## src/hw/rtl/ccd_pkg.sv

```systemverilog
// Cheat code decoder package: shared types, code-kind constants and
// format constants. No dependencies.
`timescale 1ns / 1ps

package ccd_pkg;

    localparam int unsigned CHAR_W      = 8;
    localparam int unsigned NIB_W       = 4;
    localparam int unsigned COUNT_W     = 4;
    localparam int unsigned STORE_DEPTH = 11;
    localparam int unsigned FIFO_DEPTH  = 2;

    localparam logic [COUNT_W-1:0] MAX_COUNT  = 4'd12;
    localparam logic [COUNT_W-1:0] LEN_GENIE9 = 4'd11;
    localparam logic [COUNT_W-1:0] LEN_GENIE6 = 4'd7;
    localparam logic [COUNT_W-1:0] LEN_SHARK  = 4'd8;
    localparam logic [COUNT_W-1:0] DASH_POS_A = 4'd3;
    localparam logic [COUNT_W-1:0] DASH_POS_B = 4'd7;

    localparam logic [CHAR_W-1:0] CHAR_DASH  = 8'h2d;
    localparam logic [15:0]       ADDR_INV   = 16'hf000;
    localparam logic [7:0]        CMP_XOR    = 8'hba;

    localparam logic [1:0] KIND_GENIE9 = 2'd0;
    localparam logic [1:0] KIND_GENIE6 = 2'd1;
    localparam logic [1:0] KIND_SHARK  = 2'd2;

    // One classified character as it sits in the queue
    typedef struct packed {
        logic [NIB_W-1:0] nibble;
        logic             hex;
        logic             dash;
        logic             last;
    } t_char_class;

    typedef struct packed {
        logic empty;
        logic full;
    } t_fifo_stat;

    typedef struct packed {
        logic        valid_res;
        logic [1:0]  code_kind;
        logic [15:0] target_address;
        logic [7:0]  new_value;
        logic [7:0]  compare_value;
        logic [7:0]  bank_byte;
    } t_result;

endpackage

```

## src/hw/rtl/cheat_code_decoder_top.sv

```systemverilog
// Path: the last character passes through the queue and then the result register before its result appears.
// Throughput: one character per cycle while the queue is not full; the back end retires one queued
// character per cycle, and a final character waits only on a held result.
// Reset: synchronous, active low; clears the queue, the position counter,
// the form flags and the output valid. Digit nibbles are not reset.
`timescale 1ns / 1ps

module cheat_code_decoder_top #(
    parameter int unsigned FIFO_DEPTH = ccd_pkg::FIFO_DEPTH
) (
    input  logic        i_clk,
    input  logic        i_rst_n,
    input  logic        s_axis_tvalid,
    output logic        s_axis_tready,
    input  logic [7:0]  s_axis_tdata,   // [7:0] char_code
    input  logic        s_axis_tlast,   // is_last
    output logic        m_axis_tvalid,
    input  logic        m_axis_tready,
    output logic [39:0] m_axis_tdata,   // [15:0] target_address, [23:16] new_value,
                                        // [31:24] compare_value, [39:32] bank_byte
    output logic [2:0]  m_axis_tuser    // [0] valid_res, [2:1] code_kind
);

    ccd_pkg::t_char_class w_class;
    ccd_pkg::t_char_class w_head;
    ccd_pkg::t_fifo_stat  w_stat;
    ccd_pkg::t_result     w_result;
    logic                 w_push;
    logic                 w_pop;

    ccd_front u_front (
        .i_valid (s_axis_tvalid),
        .i_char  (s_axis_tdata),
        .i_last  (s_axis_tlast),
        .i_stat  (w_stat),
        .o_ready (s_axis_tready),
        .o_push  (w_push),
        .o_class (w_class)
    );

    ccd_fifo #(
        .DEPTH (FIFO_DEPTH)
    ) u_fifo (
        .i_clk   (i_clk),
        .i_rst_n (i_rst_n),
        .i_push  (w_push),
        .i_data  (w_class),
        .i_pop   (w_pop),
        .o_data  (w_head),
        .o_stat  (w_stat)
    );

    ccd_back u_back (
        .i_clk    (i_clk),
        .i_rst_n  (i_rst_n),
        .i_head   (w_head),
        .i_stat   (w_stat),
        .o_pop    (w_pop),
        .o_valid  (m_axis_tvalid),
        .i_ready  (m_axis_tready),
        .o_result (w_result)
    );

    assign m_axis_tdata = {w_result.bank_byte, w_result.compare_value,
                           w_result.new_value, w_result.target_address};
    assign m_axis_tuser = {w_result.code_kind, w_result.valid_res};

    // A final character must not overwrite a result that is still held
    a_no_overwrite: assert property (@(posedge i_clk) disable iff (!i_rst_n)
        !(w_pop && w_head.last && m_axis_tvalid && !m_axis_tready))
        else $error("result overwritten while stalled");

    // A new result comes only from retiring a final character
    a_result_source: assert property (@(posedge i_clk) disable iff (!i_rst_n)
        $rose(m_axis_tvalid) |-> $past(w_pop && w_head.last))
        else $error("result without final character");

    a_pop_nonempty: assert property (@(posedge i_clk) disable iff (!i_rst_n)
        w_pop |-> !w_stat.empty)
        else $error("pop from empty queue");

endmodule

```

## src/hw/rtl/ccd_front.sv

```systemverilog
// Cheat code decoder front end: takes the input stream and classifies each
// character (hex digit value, dash). Depends on ccd_pkg.
`timescale 1ns / 1ps

module ccd_front (
    input  logic                  i_valid,
    input  logic [7:0]            i_char,
    input  logic                  i_last,
    input  ccd_pkg::t_fifo_stat   i_stat,
    output logic                  o_ready,
    output logic                  o_push,
    output ccd_pkg::t_char_class  o_class
);

    logic w_num;
    logic w_lower;
    logic w_upper;

    always_comb begin
        w_num   = (i_char >= 8'h30) && (i_char <= 8'h39);
        w_lower = (i_char >= 8'h61) && (i_char <= 8'h66);
        w_upper = (i_char >= 8'h41) && (i_char <= 8'h46);

        o_class.hex  = w_num || w_lower || w_upper;
        o_class.dash = (i_char == ccd_pkg::CHAR_DASH);
        o_class.last = i_last;
        // 'a'/'A' low nibbles are 1, so value = low nibble + 9
        if (w_num) begin
            o_class.nibble = i_char[3:0];
        end else if (w_lower || w_upper) begin
            o_class.nibble = i_char[3:0] + 4'd9;
        end else begin
            o_class.nibble = '0;
        end
    end

    assign o_ready = !i_stat.full;
    assign o_push  = i_valid && !i_stat.full;

endmodule

```

## src/hw/rtl/ccd_fifo.sv

```systemverilog
// Cheat code decoder queue: short FIFO of classified characters between
// the front end and the decode back end. Depends on ccd_pkg.
`timescale 1ns / 1ps

module ccd_fifo #(
    parameter int unsigned DEPTH = ccd_pkg::FIFO_DEPTH
) (
    input  logic                  i_clk,
    input  logic                  i_rst_n,
    input  logic                  i_push,
    input  ccd_pkg::t_char_class  i_data,
    input  logic                  i_pop,
    output ccd_pkg::t_char_class  o_data,
    output ccd_pkg::t_fifo_stat   o_stat
);

    localparam int unsigned PTR_W = (DEPTH > 1) ? $clog2(DEPTH) : 1;
    localparam int unsigned CNT_W = $clog2(DEPTH + 1);
    localparam logic [PTR_W-1:0] LAST_PTR = PTR_W'(DEPTH - 1);
    localparam logic [CNT_W-1:0] FULL_CNT = CNT_W'(DEPTH);

    ccd_pkg::t_char_class r_mem [DEPTH];
    logic [PTR_W-1:0] r_wr_ptr;
    logic [PTR_W-1:0] r_rd_ptr;
    logic [CNT_W-1:0] r_count;
    logic [PTR_W-1:0] n_wr_ptr;
    logic [PTR_W-1:0] n_rd_ptr;
    logic [CNT_W-1:0] n_count;

    always_comb begin
        n_wr_ptr = r_wr_ptr;
        n_rd_ptr = r_rd_ptr;
        n_count  = r_count;
        if (i_push) begin
            n_wr_ptr = (r_wr_ptr == LAST_PTR) ? '0 : r_wr_ptr + 1'b1;
        end
        if (i_pop) begin
            n_rd_ptr = (r_rd_ptr == LAST_PTR) ? '0 : r_rd_ptr + 1'b1;
        end
        if (i_push && !i_pop) begin
            n_count = r_count + 1'b1;
        end else if (!i_push && i_pop) begin
            n_count = r_count - 1'b1;
        end
    end

    always_ff @(posedge i_clk) begin
        if (!i_rst_n) begin
            r_wr_ptr <= '0;
            r_rd_ptr <= '0;
            r_count  <= '0;
        end else begin
            r_wr_ptr <= n_wr_ptr;
            r_rd_ptr <= n_rd_ptr;
            r_count  <= n_count;
        end
    end

    always_ff @(posedge i_clk) begin
        if (i_push) begin
            r_mem[r_wr_ptr] <= i_data;
        end
    end

    assign o_data       = r_mem[r_rd_ptr];
    assign o_stat.empty = (r_count == '0);
    assign o_stat.full  = (r_count == FULL_CNT);

endmodule

```

## src/hw/rtl/ccd_back.sv

```systemverilog
// Cheat code decoder back end: tracks position and form checks, keeps
// the digit nibbles and builds the result register. Depends on ccd_pkg.
`timescale 1ns / 1ps

module ccd_back (
    input  logic                  i_clk,
    input  logic                  i_rst_n,
    input  ccd_pkg::t_char_class  i_head,
    input  ccd_pkg::t_fifo_stat   i_stat,
    output logic                  o_pop,
    output logic                  o_valid,
    input  logic                  i_ready,
    output ccd_pkg::t_result      o_result
);

    localparam int unsigned DEPTH = ccd_pkg::STORE_DEPTH;

    logic [ccd_pkg::COUNT_W-1:0] r_count;
    logic [ccd_pkg::COUNT_W-1:0] n_count;
    logic                        r_dashed_ok;
    logic                        n_dashed_ok;
    logic                        r_plain_ok;
    logic                        n_plain_ok;
    logic [ccd_pkg::NIB_W-1:0]   r_digit [DEPTH];
    logic [ccd_pkg::NIB_W-1:0]   n_digit [DEPTH];
    logic                        r_out_valid;
    ccd_pkg::t_result            r_result;
    ccd_pkg::t_result            n_result;
    logic [ccd_pkg::COUNT_W-1:0] w_len;
    logic                        w_out_free;
    logic [7:0]                  w_raw_cmp;

    assign w_out_free = !r_out_valid || i_ready;
    // A non-final character never needs the output register
    assign o_pop = !i_stat.empty && (!i_head.last || w_out_free);

    always_comb begin
        n_dashed_ok = r_dashed_ok;
        n_plain_ok  = r_plain_ok;
        for (int i = 0; i < DEPTH; i++) begin
            n_digit[i] = r_digit[i];
            if (r_count == ccd_pkg::COUNT_W'(i)) begin
                n_digit[i] = i_head.nibble;
            end
        end
        if (r_count < ccd_pkg::COUNT_W'(DEPTH)) begin
            if (r_count == ccd_pkg::DASH_POS_A || r_count == ccd_pkg::DASH_POS_B) begin
                if (!i_head.dash) n_dashed_ok = 1'b0;
            end else if (!i_head.hex) begin
                n_dashed_ok = 1'b0;
            end
            if (r_count < ccd_pkg::LEN_SHARK && !i_head.hex) n_plain_ok = 1'b0;
        end
        w_len   = (r_count == ccd_pkg::MAX_COUNT) ? ccd_pkg::MAX_COUNT : r_count + 1'b1;
        n_count = w_len;

        w_raw_cmp = {n_digit[8], n_digit[10]};
        n_result  = '0;
        if ((w_len == ccd_pkg::LEN_GENIE9 || w_len == ccd_pkg::LEN_GENIE6) && n_dashed_ok) begin
            n_result.valid_res      = 1'b1;
            n_result.code_kind      = (w_len == ccd_pkg::LEN_GENIE9) ?
                                      ccd_pkg::KIND_GENIE9 : ccd_pkg::KIND_GENIE6;
            n_result.new_value      = {n_digit[0], n_digit[1]};
            n_result.target_address = {n_digit[6], n_digit[2], n_digit[4], n_digit[5]}
                                      ^ ccd_pkg::ADDR_INV;
            if (w_len == ccd_pkg::LEN_GENIE9) begin
                n_result.compare_value = {w_raw_cmp[1:0], w_raw_cmp[7:2]} ^ ccd_pkg::CMP_XOR;
            end
        end else if (w_len == ccd_pkg::LEN_SHARK && n_plain_ok) begin
            n_result.valid_res      = 1'b1;
            n_result.code_kind      = ccd_pkg::KIND_SHARK;
            n_result.bank_byte      = {n_digit[0], n_digit[1]};
            n_result.new_value      = {n_digit[2], n_digit[3]};
            n_result.target_address = {n_digit[6], n_digit[7], n_digit[4], n_digit[5]};
        end
    end

    always_ff @(posedge i_clk) begin
        if (!i_rst_n) begin
            r_count     <= '0;
            r_dashed_ok <= 1'b1;
            r_plain_ok  <= 1'b1;
            r_out_valid <= 1'b0;
        end else begin
            if (o_pop) begin
                if (i_head.last) begin
                    r_count     <= '0;
                    r_dashed_ok <= 1'b1;
                    r_plain_ok  <= 1'b1;
                end else begin
                    r_count     <= n_count;
                    r_dashed_ok <= n_dashed_ok;
                    r_plain_ok  <= n_plain_ok;
                end
            end
            if (o_pop && i_head.last) begin
                r_out_valid <= 1'b1;
            end else if (i_ready) begin
                r_out_valid <= 1'b0;
            end
        end
    end

    always_ff @(posedge i_clk) begin
        if (o_pop) begin
            for (int i = 0; i < DEPTH; i++) begin
                r_digit[i] <= n_digit[i];
            end
            if (i_head.last) begin
                r_result <= n_result;
            end
        end
    end

    assign o_valid  = r_out_valid;
    assign o_result = r_result;

endmodule
```

## config.mk

```make
export PLATFORM = sky130hd
export DESIGN_NAME = cheat_code_decoder_top
export DESIGN_NICKNAME = d
export VERILOG_FILES = /design/src/hw/rtl/ccd_pkg.sv /design/src/hw/rtl/cheat_code_decoder_top.sv /design/src/hw/rtl/ccd_front.sv /design/src/hw/rtl/ccd_fifo.sv /design/src/hw/rtl/ccd_back.sv
export SDC_FILE = /design/constraint.sdc
export NUM_CORES = 1
export LEC_CHECK = 0
export ABC_AREA = 1
export BUFFER_PORTS_ARGS = -buffer_cell sky130_fd_sc_hd__buf_2
export CAP_MARGIN = 20
export CORE_ASPECT_RATIO = 1.4
export CORE_MARGIN = 2
export CORE_UTILIZATION = 45
export DETAILED_ROUTE_END_ITERATION = 16
export GPL_TIMING_DRIVEN = 0
export PLACE_DENSITY_LB_ADDON = 0.12
export RECOVER_POWER = 25
export SYNTH_ARGS = -nofsm -noshare
export SYNTH_HDL_FRONTEND = slang
export SYNTH_SLANG_ARGS = --single-unit
```

## constraint.sdc

```tcl
create_clock -name i_clk -period 3.5 [get_ports i_clk]
set_clock_uncertainty 0.2 [all_clocks]
set_input_delay 0.35 -clock i_clk [delete_from_list [all_inputs] [get_ports i_clk]]
set_output_delay 0.35 -clock i_clk [all_outputs]
set_load 0.05 [all_outputs]
```

# Word-level counts from Yosys, hierarchy flattened
# Memories as Yosys holds them, arrays and structs flattened. A register that Yosys moved wholly into a read port is not among the register bits.
# Cells that the tools add are included.
dict set report classes {
  n_reduce_logical 33
  add_sub_neg 6
  bitwise_logic 3
  magnitude_cmp 8
  n_mux 38
  eq_ne 17
}
# cell n
set ops {}
lappend ops {{$mux 4} 15}
lappend ops {{$mux 27} 1}
lappend ops {{$mux 26} 1}
lappend ops {{$eq 4x4->1 const B} 6}
lappend ops {{$eq 4x3->1 const B} 5}
lappend ops {{$mux 1} 19}
lappend ops {{$ge 8x7->1 const B} 2}
lappend ops {{$le 8x7->1 const B} 2}
lappend ops {{$logic_and 1x1->1} 11}
lappend ops {{$eq 4x2->1 const B} 2}
lappend ops {{$eq 8x6->1 const B} 1}
lappend ops {{$ge 8x6->1 const B} 1}
lappend ops {{$le 8x6->1 const B} 1}
lappend ops {{$lt 4x4->1 const B} 2}
lappend ops {{$logic_not 1->1} 7}
lappend ops {{$logic_or 1x1->1} 7}
lappend ops {{$reduce_and 2->1} 3}
lappend ops {{$not 5->5} 1}
lappend ops {{$add 4x1->4 const B} 1}
lappend ops {{$add 4x4->4 const B} 1}
lappend ops {{$eq 4x1->1 const B} 1}
lappend ops {{$logic_not 4->1} 1}
lappend ops {{$mux 2} 2}
lappend ops {{$not 4->4} 1}
lappend ops {{9 further kinds} 11}
dict set report word_totals {
  input_bits 13
  wordCells 120
  mem_count 2
  out_inout_bits 45
  ff_bits 54
  mem_bits_rw 58
}
# name depth word_bits rd rd_ports_with_merged_regs wr line
set mem_list {}
lappend mem_list {u_back.r_digit 11 4 10 0 11 ccd_back.sv:24} ;# logic [ccd_pkg::NIB_W-1:0] r_digit [DEPTH];
lappend mem_list {u_fifo.r_mem 2 7 1 1 1 ccd_fifo.sv:22} ;# ccd_pkg::t_char_class r_mem [DEPTH];

# Longest topological paths before layout
# Gate-level depths: netlist of the first run.
dict set report depth {
  word_depth 7
  depth_mapped 13
  mapped_depth_nobuf 12
}

# Hierarchy
# Synthesis of the first run repeated with hierarchy kept, for this count alone.
dict set report hier_totals {
  hier_cells 597
  area_unflattened_um2 5489.0
}
# module cells_each seq_area_each_um2 area_each_um2 instances
set by_module_without_submodules {}
lappend by_module_without_submodules {ccd_back 496 2632.5 4494.3 1}
lappend by_module_without_submodules {ccd_fifo 57 520.5 740.7 1}
lappend by_module_without_submodules {ccd_front 44 0.0 254.0 1}

# Worst setup path before layout of the first run
# No wires, ideal clock.
dict set report synth_path {
  path_type {register -> register}
  start {register u_back.r_out_valid, in the netlist u_back.o_valid}
  end {register u_back.r_result, in the netlist u_back.o_result[0], enable pin}
  arrival_ns 2.582
  stages_incl_launch_ff 6
  required_ns 2.853
  setup_slack_ns 0.271
  synth_period_minus_slack_ns 3.229
  setup_time_ns 0.447
  path_buffers 0
  path_cell_list {dfxtp_1 > inv_1 > nor2_1 > inv_1 > nand2_1 > nor2_1}
}
dict set report synth_between {
  elab_chain_cells 5
}
# item line
set synth_lines {}
lappend synth_lines {{start: declaration} ccd_back.sv:26} ;# logic r_out_valid;
lappend synth_lines {{start signal: assignment} ccd_back.sv:83} ;# r_out_valid <= 1'b0;
lappend synth_lines {{start signal: assignment} ccd_back.sv:97} ;# r_out_valid <= 1'b1;
lappend synth_lines {{start signal: assignment} ccd_back.sv:99} ;# r_out_valid <= 1'b0;
lappend synth_lines {{$logic_not 1->1} ccd_back.sv:33} ;# assign w_out_free = !r_out_valid || i_ready;
lappend synth_lines {{$logic_or 1x1->1} ccd_back.sv:33}
lappend synth_lines {{$logic_or 1x1->1} ccd_back.sv:35} ;# assign o_pop = !i_stat.empty && (!i_head.last || w_out_free);
lappend synth_lines {{$logic_and 1x1->1} ccd_back.sv:35}
lappend synth_lines {{$reduce_and 2->1 (no line)} n/a}
lappend synth_lines {{end signal: assignment} ccd_back.sv:110} ;# r_result <= n_result;
lappend synth_lines {{end: declaration} ccd_back.sv:27} ;# ccd_pkg::t_result r_result;
# No other way between the ends.
# A chain may end at the register's enable or synchronous reset.

==> reports/qor.yml, run 1 <==
start_util_pct: 46.3
arrival_ns: 2.59
rsz0062_at_grt: "no"
clkTransAtPathRegs_ns: 0.07
track_usage_pct: 17.5
cts.path.max_buffers: 2
postSynthCellCount: 529
synth_top_cell_area_share_pct: 57.6
area_growth_syn_to_layout_pct: 16.2
max-cap-violations: 0
tightest_slew_ns: 0.716
power_density_mw_per_mm2: 902
cts_made_buffers: 9
grt_pass1_vias: 3280
fin_tns_setup_ns: 0
drc: 0
synth_edf_count: 97
rr_worst_depth: 13
hold_start: "i_rst_n"
die_w_um: 93.6
drive_gt1_share_pct: 8.13
ir_drop_v: 0.000425
path_cells: "clkbuf_1, inv_1, nand2_1, nand2_1, inv_1, nand2_1, nand2_2, inv_1, ha_1, a21oi_1, o21ai_0, o21ai_0, a21oi_1"
fmax_mhz: 390
synth.avg_cell_area_um2: 9.56
maxSlewViolCount: 0
synthesis.nets: 551
async_flop_share_pct: 0
ys_types: 28
synth.area.top_cells: "edfxtp_1 (58%), nand2_1 (11%), inv_1 (6.2%), dfxtp_1 (4.8%), o21ai_0 (4.2%)"
hold_path_class: "primary input to flop"
dieHeight_um: 129
postRouteAntennaNets: 0
fin_crit_ns: 2.56
cts_sinks: 109
grt_overflow: 0
drtIter0Drc: 190
final_area_mm2: 0.00588
synth_top_cell_by_area: "edfxtp_1"
hold_end: "u_back.r_count[0]$_SDFFE_PN0P_"
viasPerCell: 4.81
antenna_found_initial: 0
fp.coreArea_mm2: 0.0109
grt_pass1_wl_mm: 16.1
critical_path.startpoint_type: "flop"
leakage_nw: 2.65
hold_ws_ns: 0.0873
p_total_mw: 5.30
num_vias: 3581
hold_viol: 0
insertion_delay_ns: 0.34
antennaDiodeCount: 0
final_cell_mix: "nand2_1 (144), edfxtp_1 (97), inv_1 (83)"
fin_cells: 744
worst_slack_ns: 0.938
criticalPathCategory: "flop to flop"
dp.cells: 729
synth.yosys.seq_area_share_pct: 62.4
wl_met2_mm: 5.31
maxSlewHeadroom_pct: 52.1
htree_levels: 3
port-buffer-count: 57
finish.net_count: 622
wl_mm: 10.1
yosys_most_used_dff: "edfxtp_1"
worstReg2RegEnd: "u_fifo.r_count[1]$_SDFFE_PN0P_"
grt_max_degree: 39
crit_fanout: 8
crit_required_ns: 3.53
dp_slack_ns: 1.08
floorplan.rows: 45
final_util_pct: 53.8
synth-seq-cells: 109
dieArea_mm2: 0.0121
cp_slowest_cell: "ha_1"
critPathMaxStageDelay_ns: 0.33
min_path_cells: 3
status: "finished, final reports clean"
hpwl_mm: 7.11
cts_root_buf: "clkbuf_16"
tritoncts: "done"
routabilityCongestion: 0.783
postPlaceCellArea_mm2: 0.00558
top_layer_used: "met4"
setup_violations: 0
first_pass_iters: 4
r2r_slack_ns: 0.94
syn_area_mm2: 0.00506
io_pins: 58
wl_per_cell_um: 13.6
period_share_pct: 73.2
final_common_cell: "nand2_1"
ys_warn_count: 0
end_kind: "flop"
met1Wirelength_mm: 4.32
n_fill_cell: 1040
met3_length_um: 368
-- layer usage --
metal	track usage [%]	up-vias
li1	-	1867
met1	21.6	1626
met3	3.14	9
met4	6.14	0
met2	30.9	79
met5	0	-
-- area by class of cell --
type	count	area, µm²	area share, %
multi-input cells	324	1520	25.8
plain buffers	10	73.8	1.26
repair buffers	60	285	4.85
clock buffers	9	225	3.83
well taps	141	176	3.00
flip-flops and latches	109	3150	53.7
inverters	86	323	5.49
clock inverters	5	125	2.13
-- report_power, final --
part           switching, mW  leakage [nW]  internal (mW)
Sequential             0.132          1.03           2.07
Clock                  0.430         0.171          0.762
Combinational           1.48          1.45          0.421
Total                   2.05          2.65           3.26
-- cells in the mapped netlist, types with 2 or more instances --
cell type and n:
buf_2 3, buf_6 2, nand2_2 5, inv_2 3, buf_4 5, o21ai_0 42
edfxtp_1 97, nand3_1 37, dfxtp_1 12, xor2_1 2, nor2_1 54, inv_1 83
nand4_1 2, o21a_1 8, nand2_1 145, ha_1 9, a21oi_1 9
-- critical path, delay by kind of cell (launching register included) --
family | cells | cell delay (ns)
buffers and inverters | 4 | 0.75
flip-flops | 1 | 0.31
adder cells (fa/ha/maj) | 1 | 0.33
AND/OR/NAND/NOR | 4 | 0.41
AO/OA/AOI/OAI | 4 | 0.45
-- how the worst max path moves through the flow --
stage | from | endpoint | slack (ns)
global placement | flop | u_back.o_result[4]$_SDFFCE_PP0P_ | -0.59
finish | flop | u_fifo.r_count[1]$_SDFFE_PN0P_ | 0.94
detailed placement | u_back.r_count[0]$_SDFFE_PN0P_ | u_back.o_result[1]$_SDFFCE_PP0P_ | 1.08
global route | flop | u_fifo.r_count[1]$_SDFFE_PN0P_ | 0.61
CTS | u_back.r_count[0]$_SDFFE_PN0P_ | u_back.o_result[33]$_DFFE_PP_ | 1.06
floorplan | u_back.o_valid$_SDFFE_PN0P_ | u_back.o_result[0]$_SDFFCE_PP0P_ | 0.27
-- logic make-up after synthesis --
group	synth area share, %
AO/OA/AOI/OAI	6.51
XOR/XNOR	0.520
adder cells (fa/ha/maj)	2.23
buffers and inverters	7.87
flip-flops	62.4
AND/OR/NAND/NOR	20.5
-- what timing repair did --
action	4_1_cts	5_1_grt
endpoints found under the setup margin	0	0
resized for setup	0	0
setup buffers	0	0
hold buffers	1	0
hold endpoints to repair	2	0
-- state kept, by name, summed over array words and instances (netlist names), named ones only --
signal,flops
u_fifo.r_mem,14
u_back.r_digit,40
u_back.r_dashed_ok,1
u_back.r_count,4
u_back.r_plain_ok,1
u_fifo.r_rd_ptr,1
u_fifo.r_wr_ptr,1
u_back.o_valid,1
u_back.o_result,43
u_fifo.r_count,2
Note: power is estimated with default switching activity, not from simulation.
==> inputs of run 2 (changes only) <==
ABC_AREA = 0   (was 1)
clock period = 2.7 ns   (was 3.5 ns; I/O delays follow)
==> reports/qor.yml, run 2 <==
dp_slack_ns: 0.108
antennaDiodeCount: 0
tightest_slew_ns: 1.04
critPathMaxStageDelay_ns: 0.43
maxSlewViolCount: 0
cts_sinks: 109
port-buffer-count: 57
synth_top_cell_area_share_pct: 60.4
largest_register_ffs: 43
grt_pass1_vias: 2949
fp.coreArea_mm2: 0.0104
start_util_pct: 46.3
cp_slowest_cell: "dfxtp_1"
cts.path.max_buffers: 2
async_flop_share_pct: 0
rr_worst_depth: 9
cts_made_buffers: 9
end_kind: "flop"
htree_levels: 3
dieHeight_um: 126
worstReg2RegEnd: "u_back.o_result[18]$_DFFE_PP_"
io_pins: 58
synth.avg_cell_area_um2: 12.5
track_usage_pct: 16.3
synth.area.top_cells: "edfxtp_1 (60%), dfxtp_1 (5.0%), o21ai_0 (3.7%), nand2_1 (3.7%), nor2_1 (2.6%)"
synthesis.nets: 407
ir_drop_v: 0.000712
postRouteAntennaNets: 0
synth-seq-cells: 109
hold_start: "m_axis_tready"
grt_pass1_wl_mm: 14.7
drc: 0
wl_mm: 9.06
hold_path_class: "primary input to flop"
path_common_cell: "buf_6"
critical_path.startpoint_type: "flop"
dp.cells: 580
num_vias: 3039
worst_slack_ns: 0.177
yosys_most_used_dff: "edfxtp_1"
synth.yosys.seq_area_share_pct: 65.4
ys_warn_count: 0
final_common_cell: "edfxtp_1"
fin_crit_ns: 2.52
status: "finished, final reports clean"
routabilityCongestion: 0.782
viasPerCell: 5.06
dieArea_mm2: 0.0116
grt_overflow: 0
yosys-top-cells-count: "edfxtp_1 (97), nand2_1 (48), o21ai_0 (36)"
arrival_ns: 2.41
criticalPathCategory: "flop to flop"
postSynthCellCount: 385
antenna_found_initial: 0
ys_types: 50
hpwl_mm: 6.23
hold_viol: 0
fmax_mhz: 396
power_density_mw_per_mm2: 1080
synth_top_cell_by_area: "edfxtp_1"
drive_gt1_share_pct: 12.7
max-cap-violations: 0
min_path_cells: 3
insertion_delay_ns: 0.34
drtIter0Drc: 166
wl_per_cell_um: 15.1
r2r_slack_ns: 0.18
rsz0062_at_grt: "no"
finish.net_count: 480
area_growth_syn_to_layout_pct: 15.4
period_share_pct: 93.5
leakage_nw: 2.07
final_cell_mix: "edfxtp_1 (97), nand2_1 (48), clkbuf_1 (47)"
hold_end: "u_back.o_valid$_SDFFE_PN0P_"
cts_root_buf: "clkbuf_16"
maxSlewHeadroom_pct: 28.9
syn_area_mm2: 0.00482
crit_fanout: 10
tritoncts: "done"
crit_required_ns: 2.59
clkTransAtPathRegs_ns: 0.07
grt_max_degree: 45
synth.most_common_cell: "edfxtp_1"
r2r-start: "u_back.r_count[0]$_SDFFE_PN0P_"
die_w_um: 91.5
fin_cells: 601
synth_edf_count: 97
path_cells: "inv_1, ha_1, and3_1, a2111oi_2, o21ai_2, buf_6, buf_6, nand4_1, o21ai_1"
setup_violations: 0
floorplan.rows: 44
first_pass_iters: 5
[run 2: cell types whose count changed after synthesis, sizes merged, moves of 5 or more]
cell	delta
nand3	-35
and2	+5
o21a	-6
nand2	-103
nor2	-19
mux2i	+12
inv	-66
nand4	+7
nor2b	+19
[run 2: power by group]
group | switching [mW] | internal, mW
Clock | 0.588 | 0.723
Sequential | 0.151 | 2.63
Combinational | 1.47 | 0.437
Total | 2.21 | 3.79
[run 2: what timing repair did]
| item | 4_1_cts | 5_1_grt |
|---|---|---|
| setup endpoints to repair | 0 | 40 |
| endpoints found under the hold margin | 4 | 0 |
| hold buffers | 2 | 0 |
| gates resized for setup | 0 | 2 |
| setup buffers | 0 | 0 |
[run 2: cells by family after synthesis]
logic type	after synthesis	share of synthesized area, %
DFF	109	65.4
and+or+nand+nor	140	14.9
adders and majority gates	9	2.34
xor gates and xnor gates	5	0.908
muxes	14	2.96
buffers and inverters	31	3.50
AOI/OAI and AO/OA	77	10.0
[run 2: layer usage]
metal,vias up,global-route usage (%),part of all wire (%)
met1,1432,20.0,43
met5,-,0,0
met3,9,3.62,4.2
li1,1532,-,-
met4,0,5.35,1.4
met2,66,28.4,51
[run 2: worst max-delay path by stage]
| stage | cells after the start | end | slack, ns | from |
|---|---|---|---|---|
| 3_5_place_dp | 5 | u_back.o_result[33]$_DFFE_PP_ | 0.11 | flop |
| 3_3_place_gp | 5 | u_back.r_digit[0][3]$_DFFE_PP_ | -0.39 | flop |
| 5_1_grt | 6 | u_back.o_result[4]$_SDFFCE_PP0P_ | 0.005 | u_back.r_count[0]$_SDFFE_PN0P_ |
| 6_report | 9 | u_back.o_result[18]$_DFFE_PP_ | 0.18 | u_back.r_count[0]$_SDFFE_PN0P_ |
| 4_1_cts | 5 | u_back.o_result[33]$_DFFE_PP_ | 0.09 | flop |
| 2_1_floorplan | 5 | u_back.r_digit[0][0]$_DFFE_PP_ | 0.16 | flop |
[run 2: metrics by stage]
stage                     TNS [ns]  utilization (%)  total power, mW  area, µm²  hold WS [ns]
after floorplan                  0                -             4.25       4820         0.169
after global placement      -17.04             50.7             4.71       5280         0.256
after detailed placement         0             50.7             4.76       5280         0.266
after CTS                        0             53.8             6.08       5600        0.0633
after global routing             0             53.5             6.33       5570        0.0986
final                            0             53.5             6.00       5570        0.0756
[run 2: worst max-delay path, delay by kind of cell (launching register included)]
kind | cells | cell delay [ns]
buffers and inverters | 3 | 0.43
and+or+nand+nor | 2 | 0.33
AOI/OAI and AO/OA | 3 | 0.59
adders and majority gates | 1 | 0.29
DFF | 1 | 0.43
[run 2: final cells by class]
type / instances / area, µm²
flip-flops and latches: 109 / 3150
clock buffers: 9 / 225
repair buffers: 62 / 270
fillers: 960 / 4840
plain buffers: 11 / 93.8
multi-input cells: 245 / 1500
clock inverters: 7 / 73.8
inverters: 20 / 77.6
well taps: 138 / 173
==> inputs of run 3 (changes only) <==
CORE_UTILIZATION = 58   (was 45)
==> reports/qor.yml, run 3 (synthesis results as in run 2) <==
crit_required_ns: 2.61
maxSlewHeadroom_pct: 22.7
r2r_slack_ns: 0.11
end_kind: "flop"
postPlaceCellArea_mm2: 0.00524
rsz0062_at_grt: "no"
hold_buffers: 2
htree_levels: 3
drtIter0Drc: 298
clkTransAtPathRegs_ns: 0.07
wl_mm: 9.16
postRouteAntennaNets: 0
arrival_ns: 2.50
cts.path.max_buffers: 2
fin_cells: 562
criticalPathCategory: "flop to flop"
insertion_delay_ns: 0.36
drc: 0
crit_buf_inv: 1
power_density_mw_per_mm2: 1080
fin_tns_setup_ns: 0
crit_family: "multiplexers"
final_area_mm2: 0.00549
leakage_nw: 2.05
worst_slack_ns: 0.111
die_w_um: 81.1
cts_made_buffers: 9
first_pass_iters: 4
dieArea_mm2: 0.00907
final_common_cell: "edfxtp_1"
grt_overflow: 0
fmax_mhz: 386
antenna_found_initial: 0
largest_register_ffs: 43
final_util_pct: 67.7
wl_per_cell_um: 16.3
crit_fanout: 10
setup_violations: 0
grt_max_degree: 45
dp.cells: 544
max-cap-violations: 0
ir_drop_v: 0.000835
num_vias: 3158
drive_gt1_share_pct: 11.7
tightest_slew_ns: 1.13
port-buffer-count: 57
fin_crit_ns: 2.59
tritoncts: "done"
grt_pass1_wl_mm: 14.5
area_growth_syn_to_layout_pct: 13.8
maxSlewViolCount: 0
routabilityCongestion: 0.861
track_usage_pct: 21.6
io_pins: 58
floorplan.rows: 39
start_util_pct: 59.5
finish.net_count: 478
dieHeight_um: 112
cts_sinks: 109
path_cells: "buf_6, mux2i_1, a21oi_1, nor2b_1, a31o_2"
critical_path.startpoint_type: "flop"
period_share_pct: 95.9
fp.coreArea_mm2: 0.00810
hold_path_class: "primary input to flop"
hpwl_mm: 6.28
viasPerCell: 5.62
postCtsResizedCells: 0
post_cts_buffers: 0
final_cell_mix: "edfxtp_1 (97), nand2_1 (48), clkbuf_1 (47)"
hold_viol: 0
antennaDiodeCount: 0
dp_slack_ns: 0.142
critPathMaxStageDelay_ns: 0.92
grt_pass1_vias: 3048
status: "finished, final reports clean"
cp_slowest_cell: "mux2i_1"
cts_root_buf: "clkbuf_16"
-- run 3: worst paths after layout --
path,startpoint,endpoint,depth (start not counted)
worst max-delay path,flop,u_back.o_result[33]$_DFFE_PP_,5
worst max register to register,flop,u_back.o_result[33]$_DFFE_PP_,5
worst min register to register,u_back.r_plain_ok$_SDFFE_PN1P_,u_back.r_plain_ok$_SDFFE_PN1P_,2
worst min-delay path,m_axis_tready,u_back.o_valid$_SDFFE_PN0P_,3
-- run 3: layout make-up --
cell class	count	area [µm²]
plain buffers	11	93.8
clock buffers	9	225
clock inverters	6	55.1
fillers	663	2620
inverters	20	75.1
multi-input cells	245	1500
flip-flops and latches	109	3150
well taps	102	128
repair buffers	60	255
-- run 3: per-layer routing --
layer | share of wire (%) | global-route usage [%] | up-vias
met5 | 0 | 0 | -
met4 | 1.9 | 8.81 | 0
met3 | 4.3 | 5.27 | 15
met2 | 53 | 36.7 | 86
met1 | 40 | 25.8 | 1515
li1 | - | - | 1542
-- run 3: worst min-delay path, cell delays in order --
cell     delay (ns)
buf_2          0.08
nor2b_1        0.05
o21a_1         0.18
-- run 3: per-stage QoR --
| step | power [mW] | hold slack [ns] |
|---|---|---|
| floorplan | 4.25 | 0.169 |
| global placement | 4.66 | 0.254 |
| detailed placement | 4.75 | 0.269 |
| CTS | 6.01 | 0.0688 |
| global route | 6.24 | 0.0866 |
| finish | 5.95 | 0.0676 |
-- run 3: where the power goes --
group	internal, mW	switching, mW	total, mW
sequential	2.64	0.167	2.81
clock	0.704	0.559	1.26
combinational	0.424	1.45	1.88
total	3.77	2.18	5.95
